==> config.mk <==
export PLATFORM = sky130hd
export DESIGN_NAME = host_selection_order_policy_core
export DESIGN_NICKNAME = d
export VERILOG_FILES = /design/src/sv/hsop_pkg.sv /design/src/sv/host_selection_order_policy_core.sv /design/src/sv/hsop_ram.sv /design/src/sv/hsop_seq.sv /design/src/sv/hsop_dp.sv
export SDC_FILE = /design/constraint.sdc
export NUM_CORES = 1
export LEC_CHECK = 0
export BUFFER_PORTS_ARGS = -buffer_cell sky130_fd_sc_hd__clkbuf_2
export CAP_MARGIN = 20
export CORE_ASPECT_RATIO = 1.25
export CORE_MARGIN = 5
export CORE_UTILIZATION = 57
export DETAILED_ROUTE_END_ITERATION = 6
export GPL_ROUTABILITY_DRIVEN = 0
export GPL_TIMING_DRIVEN = 0
export PLACE_DENSITY = 0.81
export REMOVE_ABC_BUFFERS = 1
export SLEW_MARGIN = 25
export SYNTH_ARGS = -nofsm -noshare
export SYNTH_HDL_FRONTEND = slang
export SYNTH_SLANG_ARGS = --single-unit
export TNS_END_PERCENT = 1
==> constraint.sdc <==
create_clock -name clk -period 6.45 [get_ports clk]
set_input_delay 0.3225 -clock clk [delete_from_list [all_inputs] [get_ports clk]]
set_output_delay 0.3225 -clock clk [all_outputs]
set_load 0.03 [all_outputs]
==> src/sv/hsop_pkg.sv <==
`default_nettype none

package hsop_pkg;

	// request codes
	localparam logic [1:0] REQ_ORDER   = 2'd0;
	localparam logic [1:0] REQ_SUCCESS = 2'd1;
	localparam logic [1:0] REQ_CLEAR   = 2'd2;

	// policy codes
	localparam logic [1:0] MODE_SEQ = 2'd0;
	localparam logic [1:0] MODE_RR  = 2'd1;
	localparam logic [1:0] MODE_LU  = 2'd2;

	// configuration register indexes
	localparam int CFG_IW = 1;
	localparam int CFG_DW = 4;
	localparam logic [CFG_IW-1:0] REG_POLICY_MODE  = 1'd0;
	localparam logic [CFG_IW-1:0] REG_TARGET_COUNT = 1'd1;

	// input and result items
	typedef struct packed {
		logic [1:0] req_type;
		logic [3:0] success_index;
	} in_item_t;

	typedef struct packed {
		logic [2:0] target_index;
		logic       use_default;
		logic       last;
	} out_item_t;

	// datapath operations
	typedef enum logic [4:0] {
		OP_IDLE,
		OP_NOP,
		OP_START,
		OP_REDUCE,
		OP_EMIT_IDX,
		OP_CUR_ADV,
		OP_EMIT_DFLT,
		OP_CNT_RD,
		OP_CNT_INC,
		OP_CLEAR,
		OP_FILL_RD,
		OP_FILL_WR,
		OP_I_RESET,
		OP_RD_I,
		OP_LOAD_CUR,
		OP_CMP_J,
		OP_WR_I,
		OP_RD_E,
		OP_EMIT_LU
	} uop_t;

	// jump conditions
	typedef enum logic [3:0] {
		C_NEVER,
		C_ALWAYS,
		C_NO_ITEM,
		C_REQ_SUCC,
		C_REQ_CLR,
		C_REQ_BAD,
		C_N_ZERO,
		C_N_ONE,
		C_MODE_LU,
		C_START_GE_N,
		C_STAY_EMIT,
		C_OUT_WAIT,
		C_I1_LT_N,
		C_I2_LT_N,
		C_J1_LT_N
	} cond_t;

	localparam int PC_W = 5;

	// program step addresses
	localparam logic [PC_W-1:0] U_IDLE      = 5'd0;
	localparam logic [PC_W-1:0] U_DISP_SUCC = 5'd1;
	localparam logic [PC_W-1:0] U_DISP_CLR  = 5'd2;
	localparam logic [PC_W-1:0] U_DISP_BAD  = 5'd3;
	localparam logic [PC_W-1:0] U_DISP_ZERO = 5'd4;
	localparam logic [PC_W-1:0] U_START     = 5'd5;
	localparam logic [PC_W-1:0] U_REDUCE    = 5'd6;
	localparam logic [PC_W-1:0] U_EMIT_IDX  = 5'd7;
	localparam logic [PC_W-1:0] U_CUR_ADV   = 5'd8;
	localparam logic [PC_W-1:0] U_DFLT      = 5'd9;
	localparam logic [PC_W-1:0] U_DFLT_DONE = 5'd10;
	localparam logic [PC_W-1:0] U_CNT_RD    = 5'd11;
	localparam logic [PC_W-1:0] U_CNT_INC   = 5'd12;
	localparam logic [PC_W-1:0] U_CLEAR     = 5'd13;
	localparam logic [PC_W-1:0] U_FILL_RD   = 5'd14;
	localparam logic [PC_W-1:0] U_FILL_WR   = 5'd15;
	localparam logic [PC_W-1:0] U_SORT_INIT = 5'd16;
	localparam logic [PC_W-1:0] U_OUTER     = 5'd17;
	localparam logic [PC_W-1:0] U_LOAD_CUR  = 5'd18;
	localparam logic [PC_W-1:0] U_INNER     = 5'd19;
	localparam logic [PC_W-1:0] U_WR_I      = 5'd20;
	localparam logic [PC_W-1:0] U_EMIT_INIT = 5'd21;
	localparam logic [PC_W-1:0] U_RD_E      = 5'd22;
	localparam logic [PC_W-1:0] U_EMIT_LU   = 5'd23;
	localparam logic [PC_W-1:0] U_LU_DONE   = 5'd24;

	// one control word per step
	typedef struct packed {
		uop_t            op;
		cond_t           cond;
		logic [PC_W-1:0] target;
	} ctrl_t;

	// status from the datapath for jump decisions
	typedef struct packed {
		logic item_acc;
		logic req_succ;
		logic req_clr;
		logic req_bad;
		logic n_zero;
		logic n_one;
		logic mode_lu;
		logic start_ge_n;
		logic out_wait;
		logic i1_lt_n;
		logic i2_lt_n;
		logic j1_lt_n;
	} flags_t;

	// control store
	function automatic ctrl_t ucode_rom(input logic [PC_W-1:0] pc);
		ctrl_t w;
		unique case (pc)
			U_IDLE:      w = '{OP_IDLE,      C_NO_ITEM,    U_IDLE};
			U_DISP_SUCC: w = '{OP_NOP,       C_REQ_SUCC,   U_CNT_RD};
			U_DISP_CLR:  w = '{OP_NOP,       C_REQ_CLR,    U_CLEAR};
			U_DISP_BAD:  w = '{OP_NOP,       C_REQ_BAD,    U_IDLE};
			U_DISP_ZERO: w = '{OP_NOP,       C_N_ZERO,     U_DFLT};
			U_START:     w = '{OP_START,     C_MODE_LU,    U_FILL_RD};
			U_REDUCE:    w = '{OP_REDUCE,    C_START_GE_N, U_REDUCE};
			U_EMIT_IDX:  w = '{OP_EMIT_IDX,  C_STAY_EMIT,  U_EMIT_IDX};
			U_CUR_ADV:   w = '{OP_CUR_ADV,   C_ALWAYS,     U_IDLE};
			U_DFLT:      w = '{OP_EMIT_DFLT, C_OUT_WAIT,   U_DFLT};
			U_DFLT_DONE: w = '{OP_NOP,       C_ALWAYS,     U_IDLE};
			U_CNT_RD:    w = '{OP_CNT_RD,    C_NEVER,      U_IDLE};
			U_CNT_INC:   w = '{OP_CNT_INC,   C_ALWAYS,     U_IDLE};
			U_CLEAR:     w = '{OP_CLEAR,     C_ALWAYS,     U_IDLE};
			U_FILL_RD:   w = '{OP_FILL_RD,   C_NEVER,      U_IDLE};
			U_FILL_WR:   w = '{OP_FILL_WR,   C_I1_LT_N,    U_FILL_WR};
			U_SORT_INIT: w = '{OP_I_RESET,   C_N_ONE,      U_RD_E};
			U_OUTER:     w = '{OP_RD_I,      C_NEVER,      U_IDLE};
			U_LOAD_CUR:  w = '{OP_LOAD_CUR,  C_NEVER,      U_IDLE};
			U_INNER:     w = '{OP_CMP_J,     C_J1_LT_N,    U_INNER};
			U_WR_I:      w = '{OP_WR_I,      C_I2_LT_N,    U_OUTER};
			U_EMIT_INIT: w = '{OP_I_RESET,   C_NEVER,      U_IDLE};
			U_RD_E:      w = '{OP_RD_E,      C_NEVER,      U_IDLE};
			U_EMIT_LU:   w = '{OP_EMIT_LU,   C_STAY_EMIT,  U_EMIT_LU};
			U_LU_DONE:   w = '{OP_NOP,       C_ALWAYS,     U_IDLE};
			default:     w = '{OP_NOP,       C_ALWAYS,     U_IDLE};
		endcase
		return w;
	endfunction

endpackage

`default_nettype wire

==> src/sv/host_selection_order_policy_core.sv <==
// channel   signals                          item type
// request   req_valid / req_stall / req_item  hsop_pkg::in_item_t
// result    rsp_valid / rsp_stall / rsp_item  hsop_pkg::out_item_t
// config    cfg_we / cfg_index / cfg_data     write only
//
// one item at a time, stepped by a microcode program over a count ram and a sort ram
// order request, sequential or round robin: the start is reduced below n, then one result per target
// order request, least used: counts are copied to the sort ram, sorted with one compare per cycle, then emitted
// success report and clear: no result; no targets: a single default result
// reset clears counts (valid bits), cursor and registers at once, no clearing pass
// a stalled result holds the sequencer in its emit step; results leave one per cycle
`default_nettype none

module host_selection_order_policy_core #(
	parameter int MAX_TARGETS = 8,
	parameter int COUNT_WIDTH = 32
) (
	input  wire logic                        clk,
	input  wire logic                        arst_n,
	input  wire logic                        req_valid,
	output logic                             req_stall,
	input  wire hsop_pkg::in_item_t          req_item,
	output logic                             rsp_valid,
	input  wire logic                        rsp_stall,
	output hsop_pkg::out_item_t              rsp_item,
	input  wire logic                        cfg_we,
	input  wire logic [hsop_pkg::CFG_IW-1:0] cfg_index,
	input  wire logic [hsop_pkg::CFG_DW-1:0] cfg_data
);

	hsop_pkg::ctrl_t  ctrl;
	hsop_pkg::flags_t flags;

	// program sequencer
	hsop_seq u_seq (
		.clk    (clk),
		.arst_n (arst_n),
		.flags  (flags),
		.ctrl   (ctrl)
	);

	// datapath with count and sort memories
	hsop_dp #(
		.MAX_TARGETS (MAX_TARGETS),
		.COUNT_WIDTH (COUNT_WIDTH)
	) u_dp (
		.clk       (clk),
		.arst_n    (arst_n),
		.ctrl      (ctrl),
		.flags     (flags),
		.req_valid (req_valid),
		.req_stall (req_stall),
		.req_item  (req_item),
		.rsp_valid (rsp_valid),
		.rsp_stall (rsp_stall),
		.rsp_item  (rsp_item),
		.cfg_we    (cfg_we),
		.cfg_index (cfg_index),
		.cfg_data  (cfg_data)
	);

endmodule

`default_nettype wire

==> src/sv/hsop_ram.sv <==
`default_nettype none

module hsop_ram #(
	parameter int WIDTH = 8,
	parameter int DEPTH = 8
) (
	input  wire logic                                     clk,
	input  wire logic                                     we,
	input  wire logic [((DEPTH > 1) ? $clog2(DEPTH) : 1)-1:0] waddr,
	input  wire logic [WIDTH-1:0]                         wdata,
	input  wire logic                                     re,
	input  wire logic [((DEPTH > 1) ? $clog2(DEPTH) : 1)-1:0] raddr,
	output logic      [WIDTH-1:0]                         rdata
);

	logic [WIDTH-1:0] mem_q [DEPTH];

	// single write port
	always_ff @(posedge clk) begin
		if (we) begin
			mem_q[waddr] <= wdata;
		end
	end

	// registered read, held while not enabled
	always_ff @(posedge clk) begin
		if (re) begin
			rdata <= mem_q[raddr];
		end
	end

endmodule

`default_nettype wire

==> src/sv/hsop_seq.sv <==
`default_nettype none

module hsop_seq (
	input  wire logic             clk,
	input  wire logic             arst_n,
	input  wire hsop_pkg::flags_t flags,
	output hsop_pkg::ctrl_t       ctrl
);

	logic [hsop_pkg::PC_W-1:0] pc_q;
	logic                      take;

	// fetch the control word of the current step
	assign ctrl = hsop_pkg::ucode_rom(pc_q);

	// jump condition select
	always_comb begin
		unique case (ctrl.cond)
			hsop_pkg::C_NEVER:      take = 1'b0;
			hsop_pkg::C_ALWAYS:     take = 1'b1;
			hsop_pkg::C_NO_ITEM:    take = !flags.item_acc;
			hsop_pkg::C_REQ_SUCC:   take = flags.req_succ;
			hsop_pkg::C_REQ_CLR:    take = flags.req_clr;
			hsop_pkg::C_REQ_BAD:    take = flags.req_bad;
			hsop_pkg::C_N_ZERO:     take = flags.n_zero;
			hsop_pkg::C_N_ONE:      take = flags.n_one;
			hsop_pkg::C_MODE_LU:    take = flags.mode_lu;
			hsop_pkg::C_START_GE_N: take = flags.start_ge_n;
			hsop_pkg::C_STAY_EMIT:  take = flags.out_wait || flags.i1_lt_n;
			hsop_pkg::C_OUT_WAIT:   take = flags.out_wait;
			hsop_pkg::C_I1_LT_N:    take = flags.i1_lt_n;
			hsop_pkg::C_I2_LT_N:    take = flags.i2_lt_n;
			hsop_pkg::C_J1_LT_N:    take = flags.j1_lt_n;
			default:                take = 1'b0;
		endcase
	end

	// step counter
	always_ff @(posedge clk or negedge arst_n) begin
		if (!arst_n) begin
			pc_q <= hsop_pkg::U_IDLE;
		end else if (take) begin
			pc_q <= ctrl.target;
		end else begin
			pc_q <= pc_q + hsop_pkg::PC_W'(1);
		end
	end

endmodule

`default_nettype wire

==> src/sv/hsop_dp.sv <==
`default_nettype none

module hsop_dp #(
	parameter int MAX_TARGETS = 8,
	parameter int COUNT_WIDTH = 32
) (
	input  wire logic                          clk,
	input  wire logic                          arst_n,
	input  wire hsop_pkg::ctrl_t               ctrl,
	output hsop_pkg::flags_t                   flags,
	input  wire logic                          req_valid,
	output logic                               req_stall,
	input  wire hsop_pkg::in_item_t            req_item,
	output logic                               rsp_valid,
	input  wire logic                          rsp_stall,
	output hsop_pkg::out_item_t                rsp_item,
	input  wire logic                          cfg_we,
	input  wire logic [hsop_pkg::CFG_IW-1:0]   cfg_index,
	input  wire logic [hsop_pkg::CFG_DW-1:0]   cfg_data
);

	localparam int IW = (MAX_TARGETS > 1) ? $clog2(MAX_TARGETS) : 1;
	localparam int NW = $clog2(MAX_TARGETS + 1);
	localparam int SW = NW + 1;
	localparam int CW = COUNT_WIDTH;
	localparam int EW = IW + CW;

	// configuration and persistent state
	logic [1:0]             mode_q;
	logic [3:0]             tc_q;
	logic [IW-1:0]          cursor_q;
	logic [MAX_TARGETS-1:0] vld_q;
	logic                   cnt_rv_q;

	// working registers
	logic [1:0]             req_q;
	logic [3:0]             succ_q;
	logic [NW-1:0]          i_q;
	logic [NW-1:0]          j_q;
	logic [IW-1:0]          start_q;
	logic [IW-1:0]          cur_idx_q;
	logic [CW-1:0]          cur_cnt_q;
	logic                   rsp_valid_q;
	hsop_pkg::out_item_t    rsp_item_q;

	// memory ports
	logic          cnt_we, cnt_re, srt_we, srt_re;
	logic [IW-1:0] cnt_waddr, cnt_raddr, srt_waddr, srt_raddr;
	logic [CW-1:0] cnt_wdata, cnt_rdata;
	logic [EW-1:0] srt_wdata, srt_rdata;

	// derived values
	logic [NW-1:0]       n;
	logic [SW-1:0]       n_ext, i1, i2, j1, rr_sum, rr_full, start_nxt, start_sub;
	logic [IW-1:0]       rr_idx, s_addr, srt_idx;
	logic [CW-1:0]       cnt_val, cnt_inc, srt_cnt;
	logic                s_ok, mode_rr, mode_lu, out_free, emit, swap, item_acc, is_last;
	hsop_pkg::out_item_t emit_item;

	// per-target use counts, valid bits stand for cleared entries
	hsop_ram #(.WIDTH(CW), .DEPTH(MAX_TARGETS)) u_cnt_ram (
		.clk   (clk),
		.we    (cnt_we),
		.waddr (cnt_waddr),
		.wdata (cnt_wdata),
		.re    (cnt_re),
		.raddr (cnt_raddr),
		.rdata (cnt_rdata)
	);

	// working order for the least-used sort, entry is {index, count}
	hsop_ram #(.WIDTH(EW), .DEPTH(MAX_TARGETS)) u_srt_ram (
		.clk   (clk),
		.we    (srt_we),
		.waddr (srt_waddr),
		.wdata (srt_wdata),
		.re    (srt_re),
		.raddr (srt_raddr),
		.rdata (srt_rdata)
	);

	// active target count, saturated
	always_comb begin
		if (32'(tc_q) > MAX_TARGETS) begin
			n = NW'(MAX_TARGETS);
		end else begin
			n = NW'(tc_q);
		end
	end

	// counters and index arithmetic
	assign n_ext     = SW'(n);
	assign i1        = SW'(i_q) + SW'(1);
	assign i2        = SW'(i_q) + SW'(2);
	assign j1        = SW'(j_q) + SW'(1);
	assign rr_sum    = SW'(start_q) + SW'(i_q);
	assign rr_full   = (rr_sum >= n_ext) ? (rr_sum - n_ext) : rr_sum;
	assign rr_idx    = IW'(rr_full);
	assign start_nxt = SW'(start_q) + SW'(1);
	assign start_sub = SW'(start_q) - n_ext;
	assign is_last   = (i1 == n_ext);

	// success report target
	assign s_ok   = 32'(succ_q) < 32'(n);
	assign s_addr = IW'(succ_q);

	// count read with cleared entries as zero, saturating increment
	assign cnt_val = cnt_rv_q ? cnt_rdata : '0;
	assign cnt_inc = (&cnt_val) ? cnt_val : cnt_val + CW'(1);

	// sort entry fields and compare
	assign srt_cnt = srt_rdata[CW-1:0];
	assign srt_idx = srt_rdata[EW-1:CW];
	assign swap    = srt_cnt < cur_cnt_q;

	assign mode_rr = (mode_q == hsop_pkg::MODE_RR);
	assign mode_lu = (mode_q == hsop_pkg::MODE_LU);

	// handshakes
	assign req_stall = (ctrl.op != hsop_pkg::OP_IDLE);
	assign item_acc  = req_valid && !req_stall;
	assign out_free  = !rsp_valid_q || !rsp_stall;
	assign emit      = out_free && (ctrl.op == hsop_pkg::OP_EMIT_IDX ||
		ctrl.op == hsop_pkg::OP_EMIT_DFLT || ctrl.op == hsop_pkg::OP_EMIT_LU);
	assign rsp_valid = rsp_valid_q;
	assign rsp_item  = rsp_item_q;

	// status for the sequencer
	always_comb begin
		flags.item_acc   = item_acc;
		flags.req_succ   = (req_q == hsop_pkg::REQ_SUCCESS);
		flags.req_clr    = (req_q == hsop_pkg::REQ_CLEAR);
		flags.req_bad    = (req_q != hsop_pkg::REQ_ORDER);
		flags.n_zero     = (n == '0);
		flags.n_one      = (n_ext == SW'(1));
		flags.mode_lu    = mode_lu;
		flags.start_ge_n = (SW'(start_q) >= n_ext);
		flags.out_wait   = !out_free;
		flags.i1_lt_n    = (i1 < n_ext);
		flags.i2_lt_n    = (i2 < n_ext);
		flags.j1_lt_n    = (j1 < n_ext);
	end

	// memory control per operation
	always_comb begin
		cnt_we    = 1'b0;
		cnt_re    = 1'b0;
		cnt_waddr = s_addr;
		cnt_wdata = cnt_inc;
		cnt_raddr = IW'(i_q);
		srt_we    = 1'b0;
		srt_re    = 1'b0;
		srt_waddr = IW'(i_q);
		srt_wdata = {IW'(i_q), cnt_val};
		srt_raddr = IW'(i_q);
		case (ctrl.op)
			hsop_pkg::OP_CNT_RD: begin
				cnt_re    = 1'b1;
				cnt_raddr = s_addr;
			end
			hsop_pkg::OP_CNT_INC: begin
				cnt_we = s_ok;
			end
			hsop_pkg::OP_FILL_RD: begin
				cnt_re = 1'b1;
			end
			hsop_pkg::OP_FILL_WR: begin
				srt_we    = 1'b1;
				cnt_re    = 1'b1;
				cnt_raddr = IW'(i1);
			end
			hsop_pkg::OP_RD_I, hsop_pkg::OP_RD_E: begin
				srt_re = 1'b1;
			end
			hsop_pkg::OP_LOAD_CUR: begin
				srt_re    = 1'b1;
				srt_raddr = IW'(j_q);
			end
			hsop_pkg::OP_CMP_J: begin
				srt_we    = swap;
				srt_waddr = IW'(j_q);
				srt_wdata = {cur_idx_q, cur_cnt_q};
				srt_re    = 1'b1;
				srt_raddr = IW'(j1);
			end
			hsop_pkg::OP_WR_I: begin
				srt_we    = 1'b1;
				srt_wdata = {cur_idx_q, cur_cnt_q};
			end
			hsop_pkg::OP_EMIT_LU: begin
				srt_re    = out_free;
				srt_raddr = IW'(i1);
			end
			default: begin
			end
		endcase
	end

	// result item to load
	always_comb begin
		emit_item.target_index = 3'(rr_idx);
		emit_item.use_default  = 1'b0;
		emit_item.last         = is_last;
		case (ctrl.op)
			hsop_pkg::OP_EMIT_DFLT: begin
				emit_item.target_index = '0;
				emit_item.use_default  = 1'b1;
				emit_item.last         = 1'b1;
			end
			hsop_pkg::OP_EMIT_LU: begin
				emit_item.target_index = 3'(srt_idx);
			end
			default: begin
			end
		endcase
	end

	// control state: registers, cursor, valid bits, counters, output valid
	always_ff @(posedge clk or negedge arst_n) begin
		if (!arst_n) begin
			mode_q      <= hsop_pkg::MODE_SEQ;
			tc_q        <= '0;
			cursor_q    <= '0;
			vld_q       <= '0;
			cnt_rv_q    <= 1'b0;
			i_q         <= '0;
			j_q         <= '0;
			rsp_valid_q <= 1'b0;
		end else begin
			if (cfg_we) begin
				unique case (cfg_index)
					hsop_pkg::REG_POLICY_MODE:  mode_q <= cfg_data[1:0];
					hsop_pkg::REG_TARGET_COUNT: tc_q   <= cfg_data;
					default: begin
					end
				endcase
			end
			if (cnt_re) begin
				cnt_rv_q <= vld_q[cnt_raddr];
			end
			if (emit) begin
				rsp_valid_q <= 1'b1;
			end else if (!rsp_stall) begin
				rsp_valid_q <= 1'b0;
			end
			case (ctrl.op)
				hsop_pkg::OP_START, hsop_pkg::OP_I_RESET: begin
					i_q <= '0;
				end
				hsop_pkg::OP_EMIT_IDX, hsop_pkg::OP_EMIT_LU: begin
					if (out_free) begin
						i_q <= NW'(i1);
					end
				end
				hsop_pkg::OP_FILL_WR, hsop_pkg::OP_WR_I: begin
					i_q <= NW'(i1);
				end
				hsop_pkg::OP_RD_I: begin
					j_q <= NW'(i1);
				end
				hsop_pkg::OP_CMP_J: begin
					j_q <= NW'(j1);
				end
				hsop_pkg::OP_CUR_ADV: begin
					if (mode_rr) begin
						cursor_q <= (start_nxt == n_ext) ? '0 : IW'(start_nxt);
					end
				end
				hsop_pkg::OP_CLEAR: begin
					vld_q    <= '0;
					cursor_q <= '0;
				end
				hsop_pkg::OP_CNT_INC: begin
					if (s_ok) begin
						vld_q[s_addr] <= 1'b1;
					end
				end
				default: begin
				end
			endcase
		end
	end

	// payload: latched item, walk start, held sort element, result
	always_ff @(posedge clk) begin
		if (item_acc) begin
			req_q  <= req_item.req_type;
			succ_q <= req_item.success_index;
		end
		if (emit) begin
			rsp_item_q <= emit_item;
		end
		case (ctrl.op)
			hsop_pkg::OP_START: begin
				start_q <= mode_rr ? cursor_q : '0;
			end
			hsop_pkg::OP_REDUCE: begin
				if (SW'(start_q) >= n_ext) begin
					start_q <= IW'(start_sub);
				end
			end
			hsop_pkg::OP_LOAD_CUR: begin
				cur_idx_q <= srt_idx;
				cur_cnt_q <= srt_cnt;
			end
			hsop_pkg::OP_CMP_J: begin
				if (swap) begin
					cur_idx_q <= srt_idx;
					cur_cnt_q <= srt_cnt;
				end
			end
			default: begin
			end
		endcase
	end

endmodule

`default_nettype wire

After elaboration in Yosys (flattened, before gate mapping):

Memory sizes are Yosys's and may differ from the RTL's. A register that Yosys moved wholly into a read port is not among the register bits.
Cells that the tools add are included.
Widths: inputs -> output; s select.

* RAM bits: 536
* ROM bits: 448
* memories kept: 3
* bits of input ports: 16
* register bits: 81
* word-level logic and storage cells: 162
* output and inout bits: 7

Memory list
* (name not given): depth 32, width 14, rd ports 1, clocked after memory_dff 0, wr ports 0, RTL line hsop_pkg.sv:130 `unique case (pc)`
* u_dp.u_srt_ram.mem_q: depth 8, width 35, rd ports 1, clocked after memory_dff 1, wr ports 1, RTL line hsop_ram.sv:16 `logic [WIDTH-1:0] mem_q [DEPTH];`
* u_dp.u_cnt_ram.mem_q: depth 8, width 32, rd ports 1, clocked after memory_dff 1, wr ports 1, RTL line hsop_ram.sv:16

* add/subtract/negate cells: 9
* reductions and logical operators: 35
* multiplexer cells: 41
* equal/unequal tests: 44
* bitwise gates (word level): 2
* order comparisons: 11

Operators with widths (number)
* $mux 32: 3
* $pmux 32 s2: 1
* $eq 5x4->1 const B: 8
* $mux 35: 1
* $add 32x1->32 const B: 1
* $lt 32x32->1: 1
* $reduce_and 32->1: 1
* $pmux 3 s2: 5
* $eq 4x4->1 const B: 7
* $mux 3: 7
* $eq 5x3->1 const B: 4
* $eq 4x3->1 const B: 4
* $pmux 8 s2: 1
* $eq 5x5->1 const B: 3
* $lt 5x4->1: 3
* $pmux 1 s14: 1
* $reduce_and 2->1: 7
* $pmux 4 s3: 1
* $reduce_bool 2->1: 6
* $add 4x1->5 const B: 2
* $eq 5x2->1 const B: 2
* $mux 1: 10
* $ne 2x1->1 const B: 5
* $pmux 3 s3: 1
* other kinds (37): 57

Depth between registers and ports, before layout:

Gate-level depths: netlist (run 1).

* depth after elaboration: 7
* gate-level depth with buffers: 14

Cells and area by module:

A second synthesis (run 1) with hierarchy kept.

* cell total of the unflattened synthesis: 1723
* area total of the unflattened synthesis: 30046.3 µm²

Modules (own cells, without submodules)
* hsop_ram at u_dp.u_srt_ram: instances 1, cells an instance 453, area each 11886.4 µm²
* hsop_ram at u_dp.u_cnt_ram: instances 1, cells an instance 415, area each 10786.6 µm²
* hsop_dp: instances 1, cells an instance 719, area each 6304.8 µm²
* hsop_seq: instances 1, cells an instance 136, area each 1068.5 µm²

Worst setup path before layout (run 1):

Ideal clock, no wire load.

* path kind: reg-to-reg
* start: reg u_seq.pc_q[0] in the netlist's numbering
* end: mem u_dp.u_cnt_ram.mem_q[4][0] in the netlist's numbering, enable pin
* path buffers: 1
* setup time: 0.517 ns
* cell stages (with the launch flop): 10
* period minus slack after synthesis: 6.010 ns
* slack: 0.440 ns
* data arrival time: 5.494 ns
* cells stage by stage: dfrtp_1 -> inv_1 -> ha_1 -> nor3b_1 -> o21ai_2 -> and3_1 -> clkbuf_1 -> nor2_1 -> nand3_1 -> nor4b_1

* longest elaborated chain between the ends: 5

Ends and longest elaborated chain
* from (decl): RTL line hsop_seq.sv:10 `logic [hsop_pkg::PC_W-1:0] pc_q;`
* from (signal assigned): RTL line hsop_seq.sv:41 `pc_q <= hsop_pkg::U_IDLE;`
* from (signal assigned): RTL line hsop_seq.sv:43 `pc_q <= ctrl.target;`
* from (signal assigned): RTL line hsop_seq.sv:45 `pc_q <= pc_q + hsop_pkg::PC_W'(1);`
* $mem_v2 32x14
* $eq 5x4->1: RTL line hsop_dp.sv:156 `case (ctrl.op)`
* $mux 1: RTL line hsop_dp.sv:156
* $mux 1: RTL line hsop_ram.sv:20 `if (we) begin`
* $mux 1 (not written as such): RTL line hsop_ram.sv:21 `mem_q[waddr] <= wdata;`
* to (decl): RTL line hsop_ram.sv:16

No other way between the ends.

Final worst setup path (run 1):

* start: reg u_seq.pc_q[0] in the netlist's numbering
* end: mem u_dp.u_cnt_ram.mem_q[4][28] in the netlist's numbering, enable pin

The elaborated chain is that of the path after synthesis.

==> metrics.cfg, run 1 <==
[status]
status=finished, violations left
violations=DRC

[hold_path]
hold_end=u_dp.rsp_valid
hp-start=rsp_stall
hp-class=primary input to register
hold_depth=3

[drt]
drc=1
dr_total_vias=19300
drt_wl_total_um=69300
wl_per_cell_um=22.7
drt-initial-drc-count=2547
viasPerCell=6.32
drt_pass1_iterations=7
ant_nets=0

[yosys]
netlist.area_leader.share_pct=66.3
synthSimpleGateAreaFrac_pct=14.5
avgSynthCellArea_um2=13.0
muxShareOfSynthArea_pct=3.14
yosys.area_share.xor_xnor_pct=1.19
syn-cell-area_mm2=0.0295
synth_compound_area_share_pct=6.50
synthArstFlopShare_pct=4.68
synth_most_common_cell=edfxtp_1
synthTopCellsByCount=edfxtp_1, nand2_1, nand3_1, mux2i_1, and3_1
synth_top_family_by_area=simple AND/OR/NAND/NOR gates
synthCells=2265
synth.area.top_cells=edfxtp_1, nand2_1, ha_1, nand3_1, dfrtp_1
synth_edf_count=652
ys.flop_type=edfxtp_1
yosysTopAreaCell=edfxtp_1
ys_ff_latch=684
synthAdderAreaFrac_pct=3.04
yosysUniqueCellTypes=78
yosysSeqAreaShare_pct=69.0
yosysWarningCount=0

[global_route]
grt-ovfl-total=0
grt_pass1_vias=19400
grt_pass1_wl_um=106000
grtUsageTotal_pct=24.1
grt_max_degree=60
antenna_found_initial=0

[critical_path]
r2r-start=u_seq.pc_q[0]
r2r-end=u_dp.u_cnt_ram.mem_q[4][28]
worst-endpoint-required_ns=6.80
path_class=register to register
path_max_fanout=11
arrival_ns=5.16
crit_path_end_kind=register
r2r_cells=12
reg2reg_slack_ns=1.64
start_kind=register

[sta]
drv_slew=0
post-route-period-util_pct=74.6
setup-tns-final_ns=0
hold_viol=0
tightestPinTransition_ns=1.00
finClkSkew_ns=0.0275
layout_min_cycle_time_ns=4.81
fmax_ghz=0.208
slew_headroom_pct=32.9
setup_viol=0
rsz0062_at_grt=no

[power_and_ir_drop]
p_leak_nw=11.9
max-vdd-ir-drop_mv=0.270
power.density_mw_per_mm2=421

[cts]
cts.sinks=684
clkTransAtPathRegs_ns=0.06
htreeDepth=2
clock_path_buffers=3
clk_latency_ns=0.64
cts_tree=built
cts_buffers=59
post_cts_buffers=0
clock-root-buffer=clkbuf_16

[place]
placed_cells=2934
io_buffers=22
dp_hpwl_um=45700

[floorplan]
coreArea_mm2=0.0514
die_w_um=214
ios=23
start_util_pct=57.4
die_y_um=264
die-area_mm2=0.0565
rows=93

[finish]
fillers=3383
antenna_cells_inserted=0
fin_cells=3050
areaGrowthSynthToFinish_pct=14.0
nets=2427
utilization_pct=65.5
multi_input_area_mm2=0.00859
drive_gt1_share_pct=11.2
seq_area_mm2=0.0204

[run]
maxCapViolCount=0

[placed cells by master, fill, tap and decap left out, drive strengths merged, types with 6 or more instances in the layout]
cell type and count:
edfxtp 652, nand2 522, nand3 164, clkbuf 96, buf 91, mux2i 77, and3 75, o21ai 75
a32oi 67, ha 67, inv 61, nor2 56, a21oi 40, dfrtp 32, xnor2 24, nor2b 22
and2 19, nand4 18, a21o 18, o21a 17, xor2 16, clkinv 16, mux2 14, dlygate4sd3 11
nor3 11, nor4 10, a31oi 9, bufinv 9, nand2b 8, a211oi 7, or3 6
[sequential cells by signal, indices dropped and copies added (netlist names), 5 cells and up, named ones only]
register              flops
u_dp.u_srt_ram.mem_q    280
u_dp.cur_cnt_q           32
u_dp.vld_q                8
u_dp.u_cnt_ram.rdata     32
u_dp.u_cnt_ram.mem_q    256
u_dp.u_srt_ram.rdata     35
u_dp.rsp_item             5
[what timing repair did]
item | 4_1_cts | 5_1_grt
gates resized for setup | 0 | 0
endpoints found under the hold margin | 44 | 0
hold buffers | 11 | 0
[cell families (layout without fill, tap and decap cells)]
kind of cell,Yosys count,after routing
AND/OR/NAND/NOR,936,936
flip-flops,684,684
AO/OA/AOI/OAI,276,276
buffers and inverters,168,288
multiplexers,91,91
adder cells (fa/ha/maj),70,70
XOR/XNOR,40,40
[stage by stage]
| stage | hold WS, ns | area [um^2] | setup WS (ns) | power, mW |
|---|---|---|---|---|
| 2_1_floorplan | 0.0269 | 29000 | -1.62 | 8.79 |
| 3_3_place_gp | 0.427 | 29900 | -4.62 | 9.95 |
| 3_5_place_dp | 0.444 | 31600 | 1.72 | 10.5 |
| 4_1_cts | 0.0331 | 33700 | 1.73 | 14.1 |
| 5_1_grt | 0.0721 | 33700 | 1.45 | 14.8 |
| 6_report | 0.0624 | 33700 | 1.64 | 14.2 |
[per-layer routing]
metal	global-route usage, %	part of all wire (%)
met1	30.6	37
met2	41.3	50
met3	3.42	8.4
met4	10.9	4.5
met5	0	0
[final cells by class]
type,instances,area share (%)
sequential,684,60.5
multi-input combinational,1413,25.5
timing repair buffer,124,4.89
clock buffer,74,4.62
tap,665,2.47
clock inverter,31,1.33
inverter,59,0.658
[worst max-delay path: stages (launching register included)]
cell	delay, ns
dfrtp_1	0.50
inv_1	0.18
ha_1	0.39
and4bb_1	0.24
a21oi_2	0.27
o21ai_1	0.41
nor2_1	0.63
nand3_1	0.38
nor4b_2	0.56
buf_2	0.27
buf_2	0.23
buf_2	0.23
buf_2	0.22
[worst max-delay path by stage]
stage,start,to,slack (ns),depth (start not counted)
after floorplan,u_seq.pc_q[1],u_dp.u_srt_ram.rdata[33],-1.62,10
after global placement,u_seq.pc_q[1],u_dp.u_srt_ram.rdata[13],-4.62,10
after detailed placement,u_seq.pc_q[0],u_dp.u_cnt_ram.mem_q[4][30],1.72,12
after CTS,u_seq.pc_q[0],u_dp.u_cnt_ram.mem_q[4][26],1.73,12
after global routing,u_seq.pc_q[1],u_dp.u_cnt_ram.mem_q[4][28],1.45,12
final,u_seq.pc_q[0],u_dp.u_cnt_ram.mem_q[4][28],1.64,12
[power by group]
part | internal (mW) | leakage, nW | switching [mW]
clock | 2.08 | 0.964 | 1.59
combinational | 1.75 | 4.57 | 2.90
sequential | 5.55 | 6.41 | 0.309
total | 9.38 | 11.9 | 4.79
Note: power is estimated with default switching activity, not from simulation.
==> run 2, diff against run 1 <==
--- a/config.mk
+++ b/config.mk
@@ -9,7 +9,7 @@
 export CAP_MARGIN = 20
 export CORE_ASPECT_RATIO = 1.25
 export CORE_MARGIN = 5
-export CORE_UTILIZATION = 57
+export CORE_UTILIZATION = 60
 export DETAILED_ROUTE_END_ITERATION = 6
 export GPL_ROUTABILITY_DRIVEN = 0
 export GPL_TIMING_DRIVEN = 0
==> constraint.sdc (replaced) <==
create_clock -name clk -period 5 [get_ports clk]
set_input_delay 0.25 -clock clk [delete_from_list [all_inputs] [get_ports clk]]
set_output_delay 0.25 -clock clk [all_outputs]
set_load 0.03 [all_outputs]
==> run 2 against run 1 <==
  * The flow now finishes without violations
  * Final area about the same
  * Cell count decreased by 0.36%
  * Global-route usage is 1.8 points higher
  * Combinational power increased by 30%
  * Largest cell class unchanged
==> metrics.cfg, run 2 (synthesis results as in run 1) <==
[power_and_ir_drop]
p_int_mw=12.1  ; was 9.38 mW
p_clk_share_pct=26.0  ; was 25.9%
total_power_mw=18.4  ; was 14.2 mW
seq_power_share_pct=41.0  ; was 41.3%
power.density_mw_per_mm2=546  ; was 421 mW/mm^2
comb_power_share_pct=33.0  ; was 32.8%
max-vdd-ir-drop_mv=0.406  ; was 0.270 mV
switching_power_mw=6.30  ; was 4.79 mW
swShare_pct=34.3  ; was 33.8%
p_leak_nw=11.9  ; about the same

[critical_path]
path_class=register to register  ; unchanged
reg2reg_slack_ns=0.27  ; was 1.64 ns
path_cells=inv_1 -> ha_1 -> or3b_1 -> a21oi_1 -> nor2_1 -> or2_4 -> a21oi_4 -> buf_16 -> buf_8 -> buf_16 -> buf_16 -> mux2i_1 -> a32oi_1 -> and3_1  ; was inv_1 -> ha_1 -> and4bb_1 -> a21oi_2 -> o21ai_1 -> nor2_1 -> nand3_1 -> nor4b_2 -> buf_2 -> buf_2 -> buf_2 -> buf_2
crit_path_end_kind=register  ; unchanged
path_max_fanout=21  ; was 11
start_kind=register  ; unchanged
critical_path.most_common_cell=buf_16  ; was buf_2
worst-endpoint-required_ns=5.39  ; was 6.80 ns
r2r-start=u_seq.pc_q[0]  ; unchanged
cpMaxStageDelayCell=a21oi_1  ; was nor2_1
r2r_cells=14  ; was 12
r2r-end=u_dp.u_cnt_ram.rdata[15]  ; was u_dp.u_cnt_ram.mem_q[4][28]
max_stage_delay_ns=0.72  ; was 0.63 ns
crit_path_end=u_dp.u_cnt_ram.rdata[15]  ; was u_dp.u_cnt_ram.mem_q[4][28]
startpoint=u_seq.pc_q[0]  ; unchanged
arrival_ns=5.12  ; was 5.16 ns

[finish]
top_regs=u_dp.u_srt_ram.mem_q (280), u_dp.u_cnt_ram.mem_q (256), u_dp.u_srt_ram.rdata (35)  ; unchanged
largest_register=u_dp.u_srt_ram.mem_q  ; unchanged
largest_register_ffs=280  ; unchanged
fillers=3013  ; was 3383
drive_gt1_share_pct=11.1  ; was 11.2%
fin_cells=3039  ; was 3050
seq_area_mm2=0.0204  ; unchanged
areaGrowthSynthToFinish_pct=14.0  ; about the same
nets=2425  ; was 2427
antenna_cells_inserted=0  ; unchanged
layout_commonest_cell=edfxtp_1  ; unchanged
layout_common_cells=edfxtp_1, nand2_1, nand3_1  ; unchanged
multi_input_area_mm2=0.00859  ; about the same

[drt]
wl_per_cell_um=23.5  ; was 22.7 um
drt-initial-drc-count=2035  ; was 2547
drc=0  ; was 1
dr_total_vias=19400  ; was 19300
ant_nets=0  ; unchanged
drt_pass1_iterations=6  ; was 7
drt_wl_total_um=71400  ; was 69300 um
viasPerCell=6.39  ; was 6.32

[sta]
drv_slew=0  ; unchanged
post-route-period-util_pct=94.6  ; was 74.6%
hold_viol=0  ; unchanged
fmax_ghz=0.211  ; was 0.208 GHz
layout_min_cycle_time_ns=4.73  ; was 4.81 ns
layout_setup_ws_ns=0.270  ; was 1.64 ns
setup_viol=0  ; unchanged
slew_headroom_pct=27.9  ; was 32.9%
finClkSkew_ns=0.0306  ; was 0.0275 ns
rsz0062_at_grt=no  ; unchanged
tightestPinTransition_ns=1.07  ; was 1.00 ns
whs_ns=0.0315  ; was 0.0624 ns
setup-tns-final_ns=0  ; unchanged

[cts]
clk_latency_ns=0.64  ; about the same
post_cts_buffers=0  ; unchanged
cts_buffers=60  ; was 59
clkTransAtPathRegs_ns=0.06  ; about the same
clock_path_buffers=3  ; unchanged
clock-root-buffer=clkbuf_16  ; unchanged
cts_tree=built  ; unchanged
cts.sinks=684  ; unchanged
htreeDepth=2  ; unchanged

[place]
io_buffers=22  ; unchanged
dp_hpwl_um=46000  ; was 45700 um
place_ws_ns=0.223  ; was 1.72 ns
placed_cells=2916  ; was 2934

[floorplan]
die_y_um=258  ; was 264 um
rows=91  ; was 93
die_w_um=208  ; was 214 um
coreArea_mm2=0.0491  ; was 0.0514 mm^2
ios=23  ; unchanged
die-area_mm2=0.0538  ; was 0.0565 mm^2
start_util_pct=60.2  ; was 57.4%

[status]
status=complete, no violations  ; was finished, violations left

[hold_path]
hp-class=primary input to register  ; unchanged

[global_route]
grt-ovfl-total=0  ; unchanged
grt_pass1_vias=19600  ; was 19400
antenna_found_initial=1  ; was 0
grt_max_degree=59  ; was 60
grtUsageTotal_pct=26.0  ; was 24.1%
grt_pass1_wl_um=110000  ; was 106000 um

[run]
maxCapViolCount=0  ; unchanged

[run 2: cell type report]
type                    instances  share of cell area (%)
clock buffers                  67                    4.54
repair buffers                121                    4.85
flip-flops and latches        684                    60.5
clock inverters                44                    1.49
well taps                     651                    2.42
inverters                      59                   0.658
multi-input cells            1413                    25.5
[run 2: metrics by stage]
| step | area (um^2) | utilization, % |
|---|---|---|
| floorplan | 29000 | - |
| global placement | 29900 | 60.9 |
| detailed placement | 31500 | 64.2 |
| CTS | 33700 | 68.6 |
| global route | 33700 | 68.6 |
| finish | 33700 | 68.6 |
[run 2: repair_timing]
item                                   4_1_cts  5_1_grt
resized for setup                            0        1
endpoints found under the hold margin       45        0
hold buffers                                12        0
setup endpoints to repair                    0        5
[run 2: worst min-delay path by stage]
stage                          end  slack (ns)      start  depth (start not counted)
finish              u_dp.mode_q[0]        0.03  cfg_index                          3
CTS                 u_dp.mode_q[0]       0.009  cfg_index                          3
floorplan                async pin       -0.05     arst_n                          0
global placement      u_dp.tc_q[2]        0.37     arst_n                          1
detailed placement    u_dp.tc_q[0]        0.40     arst_n                          1
global route        u_dp.mode_q[0]        0.03  cfg_index                          3
[run 2: power groups by stage]
stage	Clock (mW)	Combinational (mW)	Sequential [mW]
2_1_floorplan	0	3.76	7.57
3_3_place_gp	0	5.16	7.68
3_5_place_dp	0	5.86	7.64
4_1_cts	4.80	5.97	7.53
5_1_grt	5.07	6.51	7.58
6_report	4.78	6.06	7.54
[run 2: worst max-delay path, delay by kind of cell, from the launching register on]
| family | cells | cell delay, ns |
|---|---|---|
| AOI/OAI and AO/OA | 3 | 1.44 |
| and+or+nand+nor | 4 | 1.03 |
| buffers and inverters | 5 | 0.95 |
| DFF | 1 | 0.50 |
| adders and majority gates | 1 | 0.34 |
| muxes | 1 | 0.19 |
[run 2: routing by layer]
layer  global-route usage (%)  part of all wire, %  up-vias
met5                        0                0.017        -
met4                     10.9                  4.2        2
met3                     4.20                  8.0      260
met2                     46.3                   52     1102
met1                     31.5                   36     9516
li1                         -                    -     8528
